===== src/rtl/core/fbc_pkg.sv =====
// ----------------------------------------------------------------------------
// fbc_pkg
// Shared types and constants for the frustum box cull test.
// ----------------------------------------------------------------------------
`default_nettype none

package fbc_pkg;

  // Plane register layout and config port
  localparam int FIELD_W     = 16;
  localparam int CFG_W       = 64;
  localparam int REG_COUNT   = 6;
  localparam int CFG_IDX_W   = 3;
  localparam int OUT_TDATA_W = 8;

  // Register indexes on the config port
  typedef enum logic [CFG_IDX_W-1:0] {
    PL_LEFT   = 3'd0,
    PL_RIGHT  = 3'd1,
    PL_TOP    = 3'd2,
    PL_BOTTOM = 3'd3,
    PL_FAR    = 3'd4,
    PL_NEAR   = 3'd5
  } plane_idx_e_t;

  // nx in bits 15:0 up to d in bits 63:48
  typedef struct packed {
    logic signed [FIELD_W-1:0] d;
    logic signed [FIELD_W-1:0] nz;
    logic signed [FIELD_W-1:0] ny;
    logic signed [FIELD_W-1:0] nx;
  } plane_t;

  // Per-stage load enables from the top-level flow control
  typedef struct packed {
    logic s1_en;
    logic s2_en;
    logic s3_en;
    logic s4_en;
  } pipe_ctl_t;

endpackage

`default_nettype wire


===== src/rtl/core/fbc_plane.sv =====
// ----------------------------------------------------------------------------
// fbc_plane
// One plane test: products, distance and radius sums, then the cull compare.
// ----------------------------------------------------------------------------
`default_nettype none

module fbc_plane #(
  parameter int COORD_BITS       = 16,
  parameter int NORMAL_FRAC_BITS = 14
) (
  input  wire                             clk,
  input  fbc_pkg::pipe_ctl_t              ctl,
  input  fbc_pkg::plane_t                 plane,
  input  wire signed [COORD_BITS-1:0]     c  [3],
  input  wire        [COORD_BITS-1:0]     hm [3],
  output logic                            cull_r
);
  import fbc_pkg::*;

  localparam int PC_W  = COORD_BITS + FIELD_W;
  localparam int PH_W  = COORD_BITS + FIELD_W;
  localparam int RAD_W = COORD_BITS + FIELD_W;
  localparam int DSH_W = FIELD_W + NORMAL_FRAC_BITS;
  localparam int ACC_W = ((PC_W > DSH_W) ? PC_W : DSH_W) + 3;
  localparam int SUM_W = ACC_W + 1;

  logic signed [FIELD_W-1:0] n      [3];
  logic        [FIELD_W-1:0] n_mag  [3];
  logic signed [PC_W-1:0]    prod_c_nxt [3];
  logic signed [PC_W-1:0]    prod_c_r   [3];
  logic        [PH_W-1:0]    prod_h_nxt [3];
  logic        [PH_W-1:0]    prod_h_r   [3];
  logic signed [ACC_W-1:0]   dist_nxt;
  logic signed [ACC_W-1:0]   dist_r;
  logic        [RAD_W-1:0]   rad_nxt;
  logic        [RAD_W-1:0]   rad_r;
  logic signed [SUM_W-1:0]   margin;
  logic                      cull_nxt;

  // normal magnitudes come from static config
  always_comb begin
    n[0] = plane.nx;
    n[1] = plane.ny;
    n[2] = plane.nz;
    for (int i = 0; i < 3; i++) begin
      n_mag[i] = n[i][FIELD_W-1] ? (~n[i] + 1'b1) : n[i];
    end
  end

  // stage 2: multipliers
  always_comb begin
    for (int i = 0; i < 3; i++) begin
      prod_c_nxt[i] = PC_W'(c[i]) * PC_W'(n[i]);
      prod_h_nxt[i] = PH_W'(hm[i]) * PH_W'(n_mag[i]);
    end
  end

  always_ff @(posedge clk) begin
    if (ctl.s2_en) begin
      for (int i = 0; i < 3; i++) begin
        prod_c_r[i] <= prod_c_nxt[i];
        prod_h_r[i] <= prod_h_nxt[i];
      end
    end
  end

  // stage 3: dist = c.n - d * 2^frac, rad = sum |h|*|n|
  always_comb begin
    dist_nxt = ACC_W'(prod_c_r[0]) + ACC_W'(prod_c_r[1]) + ACC_W'(prod_c_r[2])
             - (ACC_W'(plane.d) <<< NORMAL_FRAC_BITS);
    rad_nxt  = prod_h_r[0] + prod_h_r[1] + prod_h_r[2];
  end

  always_ff @(posedge clk) begin
    if (ctl.s3_en) begin
      dist_r <= dist_nxt;
      rad_r  <= rad_nxt;
    end
  end

  // stage 4: culled when dist < -rad, i.e. dist + rad negative
  always_comb begin
    margin   = $signed(SUM_W'(dist_r)) + $signed(SUM_W'(rad_r));
    cull_nxt = margin[SUM_W-1];
  end

  always_ff @(posedge clk) begin
    if (ctl.s4_en) begin
      cull_r <= cull_nxt;
    end
  end

endmodule

`default_nettype wire


===== config.mk =====
export PLATFORM = sky130hd
export DESIGN_NAME = fbc_plane
export DESIGN_NICKNAME = d
export VERILOG_FILES = /design/src/rtl/core/fbc_pkg.sv /design/src/rtl/core/fbc_plane.sv
export SDC_FILE = /design/constraint.sdc
export NUM_CORES = 2
export LEC_CHECK = 0
export BUFFER_PORTS_ARGS = -buffer_cell sky130_fd_sc_hd__buf_2
export CAP_MARGIN = 40
export CORE_MARGIN = 4
export CORE_UTILIZATION = 25
export CTS_BUF_LIST = sky130_fd_sc_hd__clkbuf_4 sky130_fd_sc_hd__clkbuf_8
export CTS_CLUSTER_SIZE = 10
export DETAILED_ROUTE_END_ITERATION = 16
export GPL_TIMING_DRIVEN = 0
export PLACE_DENSITY = 0.48
export SYNTH_ARGS = -nofsm -noshare
export SYNTH_HDL_FRONTEND = slang
export SYNTH_SLANG_ARGS = --single-unit

===== constraint.sdc =====
create_clock -name clk -period 8.4 [get_ports clk]
set_input_delay 0.42 -clock clk [delete_from_list [all_inputs] [get_ports clk]]
set_output_delay 0.42 -clock clk [all_outputs]
set_load 0.03 [all_outputs]

==> summary.md <==
| Metric | Value |
|---|---|
| Ys Warns | 0 |
| Via count | 49200 |
| Worst path slowest cell | or4_4 |
| Die area | 286000 µm² |
| Worst reg2reg setup slack | 4.16 ns |
| Crit path kind | input port to flip-flop |
| Worst-path fanout max | 10 |
| Grt ovf | 0 |
| CTS tree | yes |
| Setup crit start kind | input port |
| IO buf count | 133 |
| RSZ-0062 raised after global routing | false |
| Max Cap Viol | 0 |
| Netlist cell types | 78 |
| Final #Nets | 9781 |
| Largest net degree at the start of global routing | 111 |
| Minimum clock period | 8.17 ns |
| Placement Setup Slack | -0.978 ns |
| Drt first pass iters | 8 |
| Period utilization | 97.2% |
| Ys flop type | edfxtp_1 |
| Worst-Skew Late Latency | 0.59 ns |
| Placed insts | 11200 |
| Setup ws final | 0.232 ns |
| DR WL/cell | 18.2 µm |
| Non-filler cells in the finished layout | 11200 |
| Cell taking the most area after synthesis | fa_1 |
| Final hold violation count | 0 |
| Worst slew pin tran | 0.905 ns |
| Num rows | 193 |
| Achievable frequency | 122 MHz |
| Routed met3 length | 10.4 mm |
| Clk root buf | clkbuf_8 |
| Multi-input logic area | 54600 µm² |
| DR iter-0 viols | 2347 |
| Largest delay contributor family on the critical path | adder cells |
| EDFF count, synth | 260 |
| Most common cell on crit path | fa_1 |
| Clock skew | 0.0221 ns |
| Setup Buffers After CTS | 0 |
| Worst EP arrival | 8.47 ns |
| Fillers | 29500 |
| Max transition margin | 39.7% |
| Drt total wl | 204 mm |
| WL met1 | 93.7 mm |
| CP endpoint kind | flip-flop |
| Synthesized instance count | 7283 |
| # setup viols final | 0 |
| Final core utilization | 27.6% |
| All-Layer GR Usage | 14.6% |
| Number of global-route vias before repair | 54500 |
| Clock sinks | 260 |
| Sequential Area | 7810 µm² |
| Highest layer used for signal routing | met5 |
| Post-synth top area share | 41.8% |
| Clock buffer depth | 3 |
| DR DRC count | 0 |
| Post-Syn Area | 69500 µm² |
| Num CTS Buffers | 43 |
| Share of cells above drive strength 1 | 4.27% |
| CP bufs+invs | 6 |
| Status | completed |
| Sequential area share after synthesis | 11.2% |
| I/O pins | 166 |
| Via-to-Cell Ratio | 4.38 |
| Largest cells by area after synthesis | fa_1 (42%), ha_1 (12%), edfxtp_1 (11%) |
| CP max stage delay | 0.61 ns |
| H-tree Lvls | 2 |
| Syn Nets | 9568 |
| WL met2 | 96.9 mm |
| Die X-Extent | 535 µm |
| Chip Height | 535 µm |
| DP HPWL | 178 mm |
| Hold Crit Class | input port to flip-flop |
| Initial antenna violation count | 50 |
| Synthesized area per cell | 9.54 µm² |
| Starting Density | 25.1% |
| DRT antenna net count | 0 |
| CORE AREA | 276000 µm² |
| Routability congestion estimate | 0.893 |
| Slew Limit Fails | 0 |
| Clock-pin slew of the registers on the worst-case setup and hold paths | 0.07 ns |
| Ys async rst share | 0% |
| First-pass GRT wire length | 324 mm |
| Syn-to-layout area delta | 9.81% |
| WP data required | 8.70 ns |
| Flops & latches, synth | 260 |
sequential cells by signal (all words and copies together) (netlist names):
| name | flops |
|---|---|
| cull_r | 1 |
| rad_r | 32 |
| dist_r | 35 |
| prod_h_r | 96 |
| prod_c_r | 96 |
stage by stage:
| step | setup TNS [ns] | instance area (µm²) | hold slack, ns |
|---|---|---|---|
| 6_report | 0 | 76300 | 0.264 |
| 5_1_grt | 0 | 76300 | 0.236 |
| 4_1_cts | 0 | 76200 | 0.226 |
| 3_5_place_dp | -13.06 | 75300 | 0.620 |
| 3_3_place_gp | -36.58 | 74800 | 0.618 |
| 2_1_floorplan | 0 | 69500 | 0.532 |
final cells by class:
cell class / count / share of cell area (%)
Multi-Input combinational cell: 5106 / 71.6
Sequential cell: 260 / 10.2
Inverter: 1659 / 8.16
Tap cell: 3705 / 6.08
Timing Repair Buffer: 182 / 1.50
Buffer: 244 / 1.24
Clock buffer: 49 / 0.835
Clock inverter: 26 / 0.298
Antenna cell: 13 / 0.0426
layer usage:
metal,vias to the layer above,GRT usage (%)
li1,22600,-
met2,1034,24.4
met3,197,2.08
met4,20,1.95
met1,25300,20.4
met5,-,0
final timing paths:
| check | from | end | cells after the start |
|---|---|---|---|
| max | plane[5] | prod_h_r[0][30]$_DFFE_PP_ | 27 |
| min reg2reg | dist_r[34]$_DFFE_PP_ | cull_r$_DFFE_PP_ | 1 |
| max reg2reg | prod_c_r[0][14]$_DFFE_PP_ | dist_r[25]$_DFFE_PP_ | 13 |
| min | hm[32] | prod_h_r[0][0]$_DFFE_PP_ | 2 |
synthesized netlist by cell type, types with 13 or more instances:
| cell | count |
|---|---|
| a211oi_1 | 37 |
| a21o_1 | 100 |
| a21oi_1 | 193 |
| a31oi_1 | 17 |
| and2_1 | 570 |
| and3_1 | 21 |
| buf_1 | 15 |
| buf_2 | 13 |
| clkbuf_1 | 229 |
| edfxtp_1 | 260 |
| fa_1 | 1451 |
| ha_1 | 669 |
| inv_1 | 1659 |
| nand2_1 | 887 |
| nand2b_1 | 100 |
| nand3_1 | 52 |
| nand4_1 | 18 |
| nor2_1 | 131 |
| nor2b_1 | 141 |
| nor3_1 | 43 |
| o211ai_1 | 20 |
| o21a_1 | 29 |
| o21ai_0 | 114 |
| o21bai_1 | 30 |
| o31ai_1 | 20 |
| or3_1 | 16 |
| xnor2_1 | 192 |
| xor2_1 | 76 |
cells in the final DEF, fill, tap and decap left out, types with 16 or more instances in the layout:
master / instances
inv_1: 1659
fa_1: 1451
nand2_1: 887
ha_1: 669
and2_1: 570
edfxtp_1: 260
clkbuf_1: 207
a21oi_1: 193
xnor2_1: 182
buf_2: 148
nor2b_1: 141
nor2_1: 131
o21ai_0: 114
nand2b_1: 100
a21o_1: 100
xor2_1: 71
nand3_1: 52
clkbuf_8: 43
nor3_1: 42
a211oi_1: 37
o21bai_1: 30
o21a_1: 29
buf_4: 25
and3_1: 21
o31ai_1: 20
o211ai_1: 20
nand4_1: 18
or3_1: 16
a31oi_1: 16
logic make-up (layout without fill, tap and decap cells):
family | after synthesis | after routing | synth area share, %
XOR/XNOR | 268 | 268 | 3.38
adder cells (fa/ha/maj) | 2120 | 2120 | 53.9
buffers and inverters | 1917 | 2160 | 10.4
flip-flops | 260 | 260 | 11.2
AO/OA/AOI/OAI | 674 | 674 | 6.42
AND/OR/NAND/NOR | 2037 | 2037 | 14.6
multiplexers | 7 | 7 | 0.101
other | 0 | 13 | 0
repair_timing:
action,in CTS,in global routing
hold buffers,1,0
resized for setup,5,32
endpoints found under the setup margin,6,18
endpoints found under the hold margin,1,0
Power is left out: the tool's default activity adds up to more than one toggle a clock period on the data nets, which glitch-free logic cannot reach.
